$ cat config.mk
export PLATFORM = sky130hd
export DESIGN_NAME = edfq_task_table
export DESIGN_NICKNAME = d
export VERILOG_FILES = /design/src/sv/edfq_pkg.sv /design/src/sv/edfq_task_table.sv
export SDC_FILE = /design/constraint.sdc
export NUM_CORES = 2
export LEC_CHECK = 0
export BUFFER_PORTS_ARGS = -buffer_cell sky130_fd_sc_hd__buf_2
export CAP_MARGIN = 15
export CORE_UTILIZATION = 38
export DETAILED_ROUTE_END_ITERATION = 12
export GPL_ROUTABILITY_DRIVEN = 0
export PLACE_DENSITY = 0.52
export SLEW_MARGIN = 25
export SYNTH_ARGS = -nofsm -noshare
export SYNTH_HDL_FRONTEND = slang
export SYNTH_SLANG_ARGS = --single-unit
$ cat constraint.sdc
create_clock -name clock -period 9.8 [get_ports clock]
set_input_delay 1.96 -clock clock [delete_from_list [all_inputs] [get_ports clock]]
set_output_delay 1.96 -clock clock [all_outputs]
set_load 0.02 [all_outputs]
$ cat src/sv/edfq_pkg.sv
// ----------------------------------------------------------------------------
// edfq_pkg
// Shared types and constants of the earliest-deadline-first ready queue.
// ----------------------------------------------------------------------------
package edfq_pkg;

   localparam int MAX_TASKS_DEF = 32;
   localparam int ID_W          = 5;
   localparam int DL_W          = 64;
   localparam int CNT_OUT_W     = 6;
   localparam int SLOTS_DEF     = 2 ** ID_W;

   typedef enum logic [1:0] {
      FUNC_REGISTER,
      FUNC_ENQUEUE,
      FUNC_DEQUEUE,
      FUNC_QUERY
   } func_type;

   typedef enum logic [2:0] {
      STAT_OK           = 3'd0,
      STAT_UNREG        = 3'd1,
      STAT_QUEUED       = 3'd2,
      STAT_NOT_QUEUED   = 3'd3,
      STAT_CURR_UNKNOWN = 3'd4
   } status_type;

   // one queue slot
   typedef struct packed {
      logic            valid;
      logic [DL_W-1:0] deadline;
      logic [ID_W-1:0] task_id;
   } entry_type;

   // command broadcast along the cell chain
   typedef struct packed {
      logic            ins;
      logic            rem;
      logic [ID_W-1:0] task_id;
      logic [DL_W-1:0] deadline;
   } chain_cmd_type;

   // task table update
   typedef struct packed {
      logic            set_reg;
      logic            clr_reg;
      logic            set_q;
      logic            clr_q;
      logic            dl_we;
      logic [ID_W-1:0] task_id;
      logic [DL_W-1:0] deadline;
   } table_wr_type;

   // task table lookups
   typedef struct packed {
      logic            in_range;
      logic            reg_id;
      logic            queued_id;
      logic            reg_curr;
      logic [DL_W-1:0] dl_curr;
   } table_rd_type;

endpackage

$ cat src/sv/edfq_task_table.sv
// ----------------------------------------------------------------------------
// edfq_task_table
// Per-task registered and queued flags and absolute deadlines.
// ----------------------------------------------------------------------------
module edfq_task_table import edfq_pkg::*; #(
   parameter int NUM_SLOTS = SLOTS_DEF
) (
   input  logic            clock,
   input  logic            reset,
   input  logic [ID_W-1:0] id_i,
   input  logic [ID_W-1:0] curr_i,
   input  table_wr_type    wr,
   output table_rd_type    rd
);

   localparam int IDX_W = $clog2(NUM_SLOTS);
   localparam logic [ID_W:0] SLOTS_V = (ID_W + 1)'(NUM_SLOTS);

   logic [NUM_SLOTS-1:0] registered_ff;
   logic [NUM_SLOTS-1:0] registered_in;
   logic [NUM_SLOTS-1:0] queued_ff;
   logic [NUM_SLOTS-1:0] queued_in;
   logic [DL_W-1:0]      deadline_ff [NUM_SLOTS];

   logic             id_ok;
   logic             curr_ok;
   logic [IDX_W-1:0] id_idx;
   logic [IDX_W-1:0] curr_idx;
   logic [IDX_W-1:0] wr_idx;

   assign id_ok    = {1'b0, id_i} < SLOTS_V;
   assign curr_ok  = {1'b0, curr_i} < SLOTS_V;
   assign id_idx   = id_i[IDX_W-1:0];
   assign curr_idx = curr_i[IDX_W-1:0];
   assign wr_idx   = wr.task_id[IDX_W-1:0];

   assign rd.in_range  = id_ok;
   assign rd.reg_id    = id_ok && registered_ff[id_idx];
   assign rd.queued_id = id_ok && queued_ff[id_idx];
   assign rd.reg_curr  = curr_ok && registered_ff[curr_idx];
   assign rd.dl_curr   = deadline_ff[curr_idx];

   always_comb begin
      registered_in = registered_ff;
      queued_in     = queued_ff;
      if (wr.set_reg) registered_in[wr_idx] = 1'b1;
      if (wr.clr_reg) registered_in[wr_idx] = 1'b0;
      if (wr.set_q)   queued_in[wr_idx]     = 1'b1;
      if (wr.clr_q)   queued_in[wr_idx]     = 1'b0;
   end

   always_ff @(posedge clock) begin
      if (reset) begin
         registered_ff <= '0;
         queued_ff     <= '0;
      end else begin
         registered_ff <= registered_in;
         queued_ff     <= queued_in;
      end
   end

   always_ff @(posedge clock) begin
      if (wr.dl_we) begin
         deadline_ff[wr_idx] <= wr.deadline;
      end
   end

endmodule
==> run metrics <==
status finished, final reports clean; Worst VDD drop 0.200 mV; worst min path class flop to flop; Die W 462 um; Vias 38500; Setup-failing EPs final 0; Worst setup SP type primary input; LEAKAGE 28.1 nW; Reg power frac 53.3%; number of port buffers 152; Final Routed Wirelength 212000 um; Distinct cells, synth 42; Least-Margin Pin Slew 1.11 ns; most common cell after layout, fill and taps aside edfxtp_1; Synth-to-Final Area Change 13.1%; first-pass GRT wire length 300000 um; CP Capture Type primary output; worst slack at placement 2.53 ns; setup tns final 0 ns; Resized cells post-CTS 0; initial DRC count 3996; most frequent cells in the layout edfxtp_1 (2048), mux4_2 (464), clkbuf_16 (217), buf_2 (149); HPWL after detailed placement 109000 um; CP Data Arrival Time 5.15 ns; share of the synthesized area in the top cell type 76.6%; Max-slew headroom 25.9%; # rows 168; cell area after layout 90800 um2; Setup WS post-layout 2.69 ns; htree depth 4; cell types occupying the most area after synthesis edfxtp_1 (77%), mux4_2 (13%), mux2i_1 (1.8%); ANT nets after route 0; CTS sink cnt 2112; synthesized instance count 3608; CP max stage cell nand2_2; Clock Tree Buf Depth 3; router iterations before antenna repair 7; share of cells above drive strength 1 26.5%; synthesized area per cell 22.2 um2; Fin. Hold Viols 0; GRT Residual Overflow 0; number of I/O pins 154; synth warn 0; fin. max-slew vios 0; critical-path maximum fanout 34; setup bufs post-CTS 0; Final min period 7.11 ns; RSZ-0062 raised after global routing no; die area 213000 um2; Via density 5.64; Starting Density 38.3%; sw frac 21.9%; post-synth design cell area 80300 um2; P per Cell Area 207 nW/um2; largest area contributor in the netlist edfxtp_1; Logic pwr share 5.0%; largest net degree at the start of global routing 100; die extent in y 462 um; final core occ 43.3%; Internal 0.0147 W; core area 210000 um2; dpl cell area 84100 um2; final routed DRC violation total 0; crit path cell chain buf_2 -> buf_4 -> nor2b_1 -> nand2_2 -> buf_4 -> o221ai_1 -> nor3_1 -> buf_2; gr usage total 19.9%; worst clock skew 0 ns; clock power share 41.7%; ys flop type edfxtp_1; post-synthesis sequential element count 2112; P_sw 0.00413 W; max_cap viols 0; CTS clk-pin slew, worst paths 0.05 ns; syn nets 3694; Period Utilization, post-route 72.6%; latest clock arrival within the worst-skew pair 0.88 ns; CTS tree done; clk root buf clkbuf_16; worst endpoint required time 7.84 ns; TritonCTS Buffers 217; Async SR Flop Fraction 0%; EDFF count, synth 2048; register area share after synthesis 78.2%; Final nets 3920; wire per inst 31.1 um; placed cells 6420; CP max stage delay 0.65 ns; initial antenna violation count 32; Non-Filler Instances 6825; # hold bufs at CTS 0; fillers 18100; vias in the first global route 39200; max frequency 141 MHz; CP Class primary input to primary output
[sequential cells by signal, summed over array words and instances, names as in the netlist]
register       flops
deadline_ff     2048
queued_ff         32
registered_ff     32
[final timing paths]
path,endpoint,depth (start not counted),slack [ns],startpoint
hold reg to reg,queued_ff[6]$_SDFF_PP0_,2,0.52,queued_ff[6]$_SDFF_PP0_
setup reg to reg,registered_ff[9]$_SDFF_PP0_,2,9.02,registered_ff[9]$_SDFF_PP0_
setup / recovery,rd[49],8,2.69,curr_i[3]
hold / removal,queued_ff[6]$_SDFF_PP0_,2,0.52,queued_ff[6]$_SDFF_PP0_
[through the flow]
step	total power, W	hold slack, ns
floorplan	0.0108	0.491
global placement	0.0112	0.507
detailed placement	0.0112	0.515
CTS	0.0190	0.522
global route	0.0194	0.540
finish	0.0188	0.523
[layout make-up]
cell class                 count  area [um2]  area share [%]
clock buffer                 273        5650            6.22
clock inverter               124        1040            1.14
multi-input combinational   1286       16400            18.1
tap                         2805        3510            3.87
timing repair buffer         217        1370            1.51
antenna                        8        20.0          0.0221
sequential                  2112       62800            69.2
[synthesized netlist by cell type, drive strengths merged (5+ instances only)]
master  instances
a221oi          9
clkbuf         80
nor2           48
nand2b          8
o221a          37
edfxtp       2048
mux2i         146
nor2b          11
and2           39
o22ai         146
o221ai          5
nand2          21
buf           130
nor3           43
nand3b          6
a211oi         66
mux4          464
dfxtp          64
a22oi          85
a22o            6
nand3          21
nor4            7
a21oi          70
o22a            5
nand4          18
[worst max-delay path: cells and delay by family]
kind            cells  cell delay (ns)
simple gates        3             1.56
buf+inv             4             1.29
compound gates      1             0.22
[per-layer routing]
layer | vias up | part of all wire, % | routed length (um) | GRT usage, %
met5 | - | 0.043 | 92 | 0
met1 | 21000 | 44 | 94300 | 28.8
met3 | 305 | 5.7 | 12200 | 3.15
met4 | 16 | 2.0 | 4340 | 4.80
li1 | 16000 | - | - | -
met2 | 1197 | 48 | 102000 | 31.7
[cells by family (layout without fill, tap and decap cells)]
logic type / Yosys count / count (layout) / synth area share [%]
buffers and inverters: 210 / 614 / 1.49
DFF: 2112 / 2112 / 78.2
other: 1 / 9 / 0.00467
muxes: 614 / 614 / 14.9
and+or+nand+nor: 237 / 237 / 1.56
AOI/OAI and AO/OA: 434 / 434 / 3.82
[power by group through the flow]
stage / Sequential (W) / Combinational [W] / Clock [W]
after floorplan: 0.0102 / 0.000563 / 0
after global placement: 0.0102 / 0.000955 / 0
after detailed placement: 0.0102 / 0.000960 / 0
after CTS: 0.0100 / 0.000962 / 0.00800
after global routing: 0.0100 / 0.00101 / 0.00832
final: 0.0100 / 0.000943 / 0.00785
(Power assumes the default switching activity.)
